$ cat config.mk
export PLATFORM = sky130hd
export DESIGN_NAME = length_prefixed_utf8_string_reader_top
export DESIGN_NICKNAME = d
export VERILOG_FILES = /design/src/rtl/lpur_pkg.sv /design/src/rtl/lpur_utf8_chk.sv /design/src/rtl/lpur_out_buf.sv /design/src/rtl/lpur_ctrl.sv /design/src/rtl/length_prefixed_utf8_string_reader_top.sv
export SDC_FILE = /design/constraint.sdc
export NUM_CORES = 1
export LEC_CHECK = 0
export ABC_AREA = 1
export ABC_CLOCK_PERIOD_IN_PS = 5300
export BUFFER_PORTS_ARGS = -buffer_cell sky130_fd_sc_hd__buf_4
export CAP_MARGIN = 0
export CORE_MARGIN = 3
export CORE_UTILIZATION = 62
export CTS_BUF_LIST = sky130_fd_sc_hd__clkbuf_4 sky130_fd_sc_hd__clkbuf_8
export DETAILED_ROUTE_END_ITERATION = 10
export PLACE_DENSITY = 0.87
export SETUP_SLACK_MARGIN = 0.3
export SLEW_MARGIN = 15
export SYNTH_ARGS = -nofsm -noshare
export SYNTH_HDL_FRONTEND = slang
export SYNTH_SLANG_ARGS = --single-unit
$ cat constraint.sdc
create_clock -name clk -period 5.3 [get_ports clk]
set_input_delay 1.06 -clock clk [delete_from_list [all_inputs] [get_ports clk]]
set_output_delay 1.06 -clock clk [all_outputs]
set_load 0.02 [all_outputs]
$ cat src/rtl/lpur_pkg.sv
package lpur_pkg;

  // Result status codes
  localparam logic [2:0] ST_OK        = 3'd0;
  localparam logic [2:0] ST_TOO_LONG  = 3'd1;
  localparam logic [2:0] ST_TRUNCATED = 3'd2;
  localparam logic [2:0] ST_BAD_UTF8  = 3'd3;
  localparam logic [2:0] ST_NUL       = 3'd4;

  // UTF-8 byte class bounds
  localparam logic [7:0] ASCII_MAX   = 8'h7F;
  localparam logic [7:0] LEAD2_MIN   = 8'hC2;
  localparam logic [7:0] LEAD2_MAX   = 8'hDF;
  localparam logic [7:0] LEAD_E0     = 8'hE0;
  localparam logic [7:0] LEAD_ED     = 8'hED;
  localparam logic [7:0] LEAD_F0     = 8'hF0;
  localparam logic [7:0] LEAD_F4     = 8'hF4;
  localparam logic [7:0] E0_SEC_MIN  = 8'hA0;
  localparam logic [7:0] ED_SEC_MAX  = 8'h9F;
  localparam logic [7:0] F0_SEC_MIN  = 8'h90;
  localparam logic [7:0] F4_SEC_MAX  = 8'h8F;

  localparam logic [16:0] HEADER_BYTES = 17'd2;
  localparam logic [15:0] MAX_LEN_RESET = 16'hFFFF;

  // Extra bound on the second byte of a multi-byte sequence
  typedef enum logic [2:0] {
    RULE_NONE,
    RULE_E0,
    RULE_ED,
    RULE_F0,
    RULE_F4
  } rule_t;

  typedef struct packed {
    logic [1:0] cont_left;
    rule_t      rule;
    logic       err_utf8;
    logic       err_nul;
  } utf8_state_t;

  typedef struct packed {
    logic [7:0]  payload_byte;
    logic        payload_valid;
    logic        record_end;
    logic [2:0]  status;
    logic [15:0] record_length;
    logic [16:0] bytes_used;
  } result_t;

endpackage

$ cat src/rtl/lpur_utf8_chk.sv
module lpur_utf8_chk (
  input  logic [7:0]           data_byte,
  input  lpur_pkg::utf8_state_t cur,
  output lpur_pkg::utf8_state_t nxt
);
  import lpur_pkg::*;

  logic bad;

  always_comb begin
    nxt = cur;
    bad = 1'b0;
    if (data_byte == 8'h00) begin
      nxt.err_nul = 1'b1;
    end
    // decoding stops after the first malformed sequence
    if (!cur.err_utf8) begin
      if (cur.cont_left == 2'd0) begin
        nxt.rule = RULE_NONE;
        if (data_byte <= ASCII_MAX) begin
          nxt.cont_left = 2'd0;
        end else if (data_byte >= LEAD2_MIN && data_byte <= LEAD2_MAX) begin
          nxt.cont_left = 2'd1;
        end else if (data_byte[7:4] == LEAD_E0[7:4]) begin
          nxt.cont_left = 2'd2;
          if (data_byte == LEAD_E0) begin
            nxt.rule = RULE_E0;
          end else if (data_byte == LEAD_ED) begin
            nxt.rule = RULE_ED;
          end
        end else if (data_byte >= LEAD_F0 && data_byte <= LEAD_F4) begin
          nxt.cont_left = 2'd3;
          if (data_byte == LEAD_F0) begin
            nxt.rule = RULE_F0;
          end else if (data_byte == LEAD_F4) begin
            nxt.rule = RULE_F4;
          end
        end else begin
          nxt.err_utf8 = 1'b1;
        end
      end else begin
        bad = (data_byte[7:6] != 2'b10);
        unique case (cur.rule)
          RULE_E0: if (data_byte < E0_SEC_MIN) bad = 1'b1;
          RULE_ED: if (data_byte > ED_SEC_MAX) bad = 1'b1;
          RULE_F0: if (data_byte < F0_SEC_MIN) bad = 1'b1;
          RULE_F4: if (data_byte > F4_SEC_MAX) bad = 1'b1;
          default: ;
        endcase
        nxt.rule = RULE_NONE;
        if (bad) begin
          nxt.err_utf8  = 1'b1;
          nxt.cont_left = 2'd0;
        end else begin
          nxt.cont_left = cur.cont_left - 2'd1;
        end
      end
    end
  end

endmodule

$ cat src/rtl/lpur_out_buf.sv
module lpur_out_buf (
  input  logic              clk,
  input  logic              rst,
  input  logic              push,
  input  lpur_pkg::result_t push_data,
  output logic              full,
  output logic              out_valid,
  input  logic              out_stall,
  output lpur_pkg::result_t head
);
  import lpur_pkg::*;

  result_t    mem [2];
  logic       wr_ptr;
  logic       rd_ptr;
  logic [1:0] count;
  logic       pop;

  assign full      = (count == 2'd2);
  assign out_valid = (count != 2'd0);
  assign pop       = out_valid && !out_stall;
  assign head      = mem[rd_ptr];

  always_ff @(posedge clk) begin
    if (push) begin
      mem[wr_ptr] <= push_data;
    end
  end

  always_ff @(posedge clk) begin
    if (rst) begin
      wr_ptr <= 1'b0;
      rd_ptr <= 1'b0;
      count  <= 2'd0;
    end else begin
      if (push) wr_ptr <= ~wr_ptr;
      if (pop)  rd_ptr <= ~rd_ptr;
      count <= count + {1'b0, push} - {1'b0, pop};
    end
  end

  a_no_overflow: assert property (@(posedge clk) disable iff (rst)
    push |-> !full) else $error("push into full result buffer");
  a_count_range: assert property (@(posedge clk) disable iff (rst)
    count != 2'd3) else $error("result buffer count out of range");
  a_head_held: assert property (@(posedge clk) disable iff (rst)
    out_valid && out_stall |=> out_valid && $stable(head))
    else $error("stalled result changed");

endmodule

$ cat src/rtl/lpur_ctrl.sv
module lpur_ctrl (
  input  logic              clk,
  input  logic              rst,
  input  logic              accept,
  input  logic [7:0]        in_byte,
  input  logic              end_of_data,
  input  logic [15:0]       max_string_bytes,
  output logic              res_valid,
  output lpur_pkg::result_t res
);
  import lpur_pkg::*;

  typedef enum logic [1:0] {
    PH_LOW,
    PH_HIGH,
    PH_PAYLOAD,
    PH_DISCARD
  } phase_t;

  phase_t      phase, phase_next;
  logic [7:0]  hdr_low, hdr_low_next;
  logic [15:0] length, length_next;
  logic [15:0] count, count_next;
  utf8_state_t ustate, ustate_next, uchk;
  logic [15:0] hdr_len;

  lpur_utf8_chk u_chk (
    .data_byte (in_byte),
    .cur       (ustate),
    .nxt       (uchk)
  );

  assign hdr_len = {in_byte, hdr_low};

  always_comb begin
    phase_next   = phase;
    hdr_low_next = hdr_low;
    length_next  = length;
    count_next   = count;
    ustate_next  = ustate;
    res_valid    = 1'b0;
    res          = '0;
    unique case (phase)
      PH_LOW: begin
        hdr_low_next = in_byte;
        if (end_of_data) begin
          res_valid      = 1'b1;
          res.record_end = 1'b1;
          res.status     = ST_TRUNCATED;
        end else begin
          phase_next = PH_HIGH;
        end
      end
      PH_HIGH: begin
        length_next = hdr_len;
        count_next  = '0;
        ustate_next = '{cont_left: 2'd0, rule: RULE_NONE, err_utf8: 1'b0, err_nul: 1'b0};
        if (hdr_len > max_string_bytes) begin
          phase_next        = end_of_data ? PH_LOW : PH_DISCARD;
          res_valid         = 1'b1;
          res.record_end    = 1'b1;
          res.status        = ST_TOO_LONG;
          res.record_length = hdr_len;
        end else if (hdr_len == 16'd0) begin
          phase_next     = PH_LOW;
          res_valid      = 1'b1;
          res.record_end = 1'b1;
          res.status     = ST_OK;
          res.bytes_used = HEADER_BYTES;
        end else if (end_of_data) begin
          phase_next        = PH_LOW;
          res_valid         = 1'b1;
          res.record_end    = 1'b1;
          res.status        = ST_TRUNCATED;
          res.record_length = hdr_len;
        end else begin
          phase_next = PH_PAYLOAD;
        end
      end
      PH_PAYLOAD: begin
        ustate_next       = uchk;
        count_next        = count + 16'd1;
        res_valid         = 1'b1;
        res.payload_byte  = in_byte;
        res.payload_valid = 1'b1;
        if (count_next == length) begin
          phase_next        = PH_LOW;
          res.record_end    = 1'b1;
          res.record_length = length;
          res.bytes_used    = {1'b0, length} + HEADER_BYTES;
          if (uchk.err_nul) begin
            res.status = ST_NUL;
          end else if (uchk.err_utf8 || uchk.cont_left != 2'd0) begin
            res.status = ST_BAD_UTF8;
          end else begin
            res.status = ST_OK;
          end
        end else if (end_of_data) begin
          phase_next        = PH_LOW;
          res.record_end    = 1'b1;
          res.status        = ST_TRUNCATED;
          res.record_length = length;
        end
      end
      PH_DISCARD: begin
        if (end_of_data) phase_next = PH_LOW;
      end
      default: phase_next = PH_LOW;
    endcase
    if (!accept) begin
      res_valid = 1'b0;
    end
  end

  always_ff @(posedge clk) begin
    if (rst) begin
      phase   <= PH_LOW;
      hdr_low <= '0;
      length  <= '0;
      count   <= '0;
      ustate  <= '{cont_left: 2'd0, rule: RULE_NONE, err_utf8: 1'b0, err_nul: 1'b0};
    end else if (accept) begin
      phase   <= phase_next;
      hdr_low <= hdr_low_next;
      length  <= length_next;
      count   <= count_next;
      ustate  <= ustate_next;
    end
  end

  a_payload_only_in_payload: assert property (@(posedge clk) disable iff (rst)
    res_valid && res.payload_valid |-> phase == PH_PAYLOAD)
    else $error("payload result outside payload phase");
  a_count_below_len: assert property (@(posedge clk) disable iff (rst)
    phase == PH_PAYLOAD |-> count < length)
    else $error("payload count reached length without closing record");
  a_consumed_when_whole: assert property (@(posedge clk) disable iff (rst)
    res_valid && res.bytes_used != 17'd0 |->
      res.status == ST_OK || res.status == ST_BAD_UTF8 || res.status == ST_NUL)
    else $error("bytes consumed on incomplete record");

endmodule

$ cat src/rtl/length_prefixed_utf8_string_reader_top.sv
// Length-prefixed UTF-8 string reader: 2-byte LE header, then payload bytes.
// Each result is registered in the result buffer, which drives out_valid.
// Throughput: one byte per cycle; a two-entry result buffer keeps input open
//   while one finished result waits, so in_stall rises only when both are held.
// Reset (rst, synchronous): parser returns to the low header byte, buffer
//   empties, max_string_bytes returns to 65535.
module length_prefixed_utf8_string_reader_top (
  input  logic        clk,
  input  logic        rst,
  // configuration: max_string_bytes
  input  logic        cfg_wr_en,
  input  logic [15:0] cfg_wr_data,
  // input byte stream
  input  logic        in_valid,
  output logic        in_stall,
  input  logic [7:0]  in_byte,
  input  logic        end_of_data,
  // result items
  output logic        out_valid,
  input  logic        out_stall,
  output logic [7:0]  payload_byte,
  output logic        payload_valid,
  output logic        record_end,
  output logic [2:0]  status,
  output logic [15:0] record_length,
  output logic [16:0] bytes_used
);
  import lpur_pkg::*;

  logic [15:0] max_string_bytes;
  logic        accept;
  logic        res_valid;
  result_t     res;
  result_t     head;
  logic        buf_full;

  // Length limit; checked once per record, on the high header byte.
  always_ff @(posedge clk) begin
    if (rst) begin
      max_string_bytes <= MAX_LEN_RESET;
    end else if (cfg_wr_en) begin
      max_string_bytes <= cfg_wr_data;
    end
  end

  // An item is taken whenever the buffer has a free slot; bytes that
  // produce no result (low header byte without end_of_data, discarded bytes) push nothing.
  assign in_stall = buf_full;
  assign accept   = in_valid && !buf_full;

  // Parser: header phases, payload counting, UTF-8/NUL checks, status.
  lpur_ctrl u_ctrl (
    .clk              (clk),
    .rst              (rst),
    .accept           (accept),
    .in_byte          (in_byte),
    .end_of_data      (end_of_data),
    .max_string_bytes (max_string_bytes),
    .res_valid        (res_valid),
    .res              (res)
  );

  // Result buffer separates the two handshakes.
  lpur_out_buf u_buf (
    .clk       (clk),
    .rst       (rst),
    .push      (res_valid),
    .push_data (res),
    .full      (buf_full),
    .out_valid (out_valid),
    .out_stall (out_stall),
    .head      (head)
  );

  assign payload_byte  = head.payload_byte;
  assign payload_valid = head.payload_valid;
  assign record_end    = head.record_end;
  assign status        = head.status;
  assign record_length = head.record_length;
  assign bytes_used    = head.bytes_used;

endmodule

==> results.sh <==
export IMPL_reg2reg_from="u_ctrl.count[0]$_SDFFE_PP0P_"
export IMPL_maxCapViolCount=0
export IMPL_peakVddDrop_mv=0.156
export IMPL_cts_buffers=17
export IMPL_rows=41
export IMPL_area_growth_pct=14.5
export IMPL_fp_dieH_um=121
export IMPL_min_period_ns=3.31
export IMPL_yosys_area_top_type_share=0.338
export IMPL_crit_arrival_ns=3.47
export IMPL_hold_viol=0
export IMPL_fin_crit_sh=0.624
export IMPL_power_leakage_uw=0.00383
export IMPL_io_buffer_count=77
export IMPL_critPathMaxStageDelay_ns=0.53
export IMPL_htreeDepth=4
export IMPL_area_sequential_um2=4170
export IMPL_setup_viol=0
export IMPL_total_power_uw=3390
export IMPL_busiest_layer="met2"
export IMPL_cts_setup_buffers=0
export IMPL_finalSetupTns_ns=0
export IMPL_initial_core_util=0.639
export IMPL_cts_buffer_depth=2
export IMPL_setup_ws_ns=1.99
export IMPL_cts_hold_buf=0
export IMPL_antenna_found_initial=0
export IMPL_slew_headroom=0.297
export IMPL_die_area_um2=14600
export IMPL_place_congestion=0.938
export IMPL_nNetsFinal=1052
export IMPL_met1_usage=0.411
export IMPL_antennaDiodeCount=0
export IMPL_hold_end="u_ctrl.ustate[2]$_SDFFE_PP0P_"
export IMPL_clk_pin_slew_ns=0.08
export IMPL_wl_mm=20.6
export IMPL_dp_slack_ns=1.59
export IMPL_post_route_drc_count=0
export IMPL_cts_sink_count=162
export IMPL_wl_per_cell_um=17.4
export IMPL_hold_depth=2
export IMPL_path_buf_inv=2
export IMPL_clock_fmax_mhz=302
export IMPL_syn_area_per_cell_um2=8.78
export IMPL_grt_max_degree=47
export IMPL_multiInputGateArea_um2=3460
export IMPL_synth_distinct_cells=39
export IMPL_worstSetupEndpointType="flop"
export IMPL_dieWidth_um=121
export IMPL_path_class="primary input to flop"
export IMPL_post_route_util=0.732
export IMPL_syn_cell_area_um2=8170
export IMPL_vias_per_cell=5.80
export IMPL_cp_top_family="simple AND/OR/NAND/NOR gates"
export IMPL_post_cts_resized=0
export IMPL_root_buffer="clkbuf_8"
export IMPL_clock_latency_ns=0.47
export IMPL_grt_ovfl_total=0
export IMPL_tritoncts="done"
export IMPL_via_count=6848
export IMPL_synth_edf_count=92
export IMPL_hp_class="flop to flop"
export IMPL_synth_top_area_cell="edfxtp_1"
export IMPL_synth_nets=986
export IMPL_grt_use_met2=0.481
export IMPL_synthTopCellsByArea="edfxtp_1 (34%), dfxtp_1 (17%), nand2_1 (8.6%)"
export IMPL_maxSlewViolCount=0
export IMPL_power_density_nw_per_um2=362
export IMPL_tightest_slew_ns=1.05
export IMPL_firstDrtPassIters=5
export IMPL_detailed_place_hpwl_mm=14.4
export IMPL_yosysWarnings=0
export IMPL_grt_first_pass_wirelength_mm=33.5
export IMPL_drt_initial_drc_count=1028
export IMPL_synth_seq_area_share=0.510
export IMPL_drive_above_1_share=0.175
export IMPL_cp_start_kind="primary input"
export IMPL_postRouteAntennaNets=0
export IMPL_yosys_register_bits=162
export IMPL_regToRegEndpoint="u_buf.mem[1][27]$_DFFE_PP_"
export IMPL_fillers=938
export IMPL_rsz0062_at_grt="no"
export IMPL_r2r_setup_slack_ns=2.25
export IMPL_cp_max_fo=26
export IMPL_skew_ns=0.0156
export IMPL_ys_async_sr_fraction=0
export IMPL_hold_path_startpoint="u_ctrl.ustate[2]$_SDFFE_PP0P_"
export IMPL_core_area_um2=12800
export IMPL_netlist_instances=930
export IMPL_slowest_stage="nor2_4"
export IMPL_grt_usage=0.296
export IMPL_status="complete, no violations"
export IMPL_reg2reg_depth=13
export IMPL_ios=78
export IMPL_grt_pass1_vias=6450
export IMPL_use_met3=0.0426
export IMPL_crit_chain="buf_4 > nor2_1 > nand2_1 > nor2_1 > nand4_1 > nor3_1 > o21ai_0 > nand4_1 > nand2_1 > nor2_4 > buf_12"
export IMPL_cp_required_ns=5.46
export IMPL_synth_flop_cell="edfxtp_1"
registers in the layout, indices dropped and copies added (netlist names), named ones only:
name and flops:
u_ctrl.count 16, max_string_bytes 16, u_ctrl.hdr_low 8, u_ctrl.phase 2, u_ctrl.length 16, u_buf.wr_ptr 1
u_buf.mem 92, u_buf.rd_ptr 1, u_buf.count 2, u_ctrl.ustate 7
synthesized netlist by cell type (2+ instances only):
| master | instances |
|---|---|
| nand2_1 | 188 |
| inv_1 | 108 |
| a21oi_1 | 104 |
| edfxtp_1 | 92 |
| dfxtp_1 | 70 |
| nor2_1 | 70 |
| nand3_1 | 64 |
| o21ai_0 | 51 |
| mux2_2 | 46 |
| clkbuf_1 | 28 |
| ha_1 | 26 |
| nand4_1 | 18 |
| nor3_1 | 10 |
| nand2_2 | 6 |
| o21bai_1 | 4 |
| xor2_1 | 4 |
| a211oi_1 | 3 |
| clkinv_1 | 3 |
| nor2_4 | 3 |
| nor4_1 | 3 |
| o21ai_1 | 3 |
| buf_1 | 2 |
| buf_2 | 2 |
| nand3_2 | 2 |
| nand3b_1 | 2 |
| nor2_2 | 2 |
| nor3b_2 | 2 |
| o22ai_1 | 2 |
| xnor2_1 | 2 |
cells by family (layout without fill, tap and decap cells):
logic type,count (synthesis),in the layout,share of synthesized area
AOI/OAI and AO/OA,173,173,0.111
xor gates and xnor gates,7,7,0.00919
adders and majority gates,26,26,0.0398
buffers and inverters,145,224,0.0679
DFF,162,162,0.510
muxes,46,46,0.0634
and+or+nand+nor,371,371,0.199
power breakdown:
group	switching [uW]	internal [uW]
Clock	500	578
Combinational	447	323
Sequential	106	1430
Total	1050	2340
worst min-delay path, cell delays in order (launching register included):
cell,delay (ns)
dfxtp_1,0.31
nand2_1,0.06
a21oi_1,0.06
cell type report:
type,count,share of cell area
well taps,172,0.0230
clock inverters,15,0.0261
repair buffers,80,0.0656
multi-input cells,623,0.370
clock buffers,17,0.0250
inverters,112,0.0450
flip-flops and latches,162,0.446
cell usage in the layout, fill, tap and decap left out, types with 2 or more instances in the layout:
master / instances
inv_8: 3
nor2_4: 4
nor3_1: 10
buf_4: 79
nor2_2: 2
nor4_1: 3
ha_1: 26
nor2_1: 69
xor2_1: 4
a211oi_1: 3
clkinv_1: 3
mux2_2: 46
o21bai_1: 4
dfxtp_1: 69
o21ai_1: 3
inv_6: 5
a21oi_1: 104
nand3_1: 64
nand3_2: 2
clkbuf_8: 17
xnor2_1: 2
bufinv_16: 5
nand4_1: 18
nand2_1: 188
nand2_2: 6
nor3b_2: 2
inv_1: 108
edfxtp_1: 92
nand3b_1: 2
o22ai_1: 2
o21ai_0: 51
metal layers:
| metal | part of all wire | vias up | wire (um) |
|---|---|---|---|
| li1 | - | 3277 | - |
| met1 | 0.42 | 3173 | 8600 |
| met2 | 0.47 | 345 | 9650 |
| met3 | 0.086 | 53 | 1770 |
| met4 | 0.028 | 0 | 575 |
| met5 | 0 | - | 0 |
how the worst max path moves through the flow:
stage	end	depth (start not counted)	from
global placement	u_buf.mem[0][10]$_DFFE_PP_	11	in_byte[2]
CTS	record_length[13]	2	flop
global route	u_buf.mem[0][6]$_DFFE_PP_	11	in_byte[2]
floorplan	u_buf.mem[0][0]$_DFFE_PP_	8	in_byte[4]
finish	u_buf.mem[0][7]$_DFFE_PP_	11	in_byte[2]
detailed placement	u_buf.mem[0][29]$_DFFE_PP_	11	in_byte[2]
metrics by stage:
stage               area, um^2  hold slack, ns  std cells
detailed placement        8870           0.435       1149
CTS                       9350           0.460       1181
global placement          8870           0.432       1149
floorplan                 8170           0.422        930
global route              9350           0.487       1181
finish                    9350           0.467       1181
(Power assumes the default switching activity.)
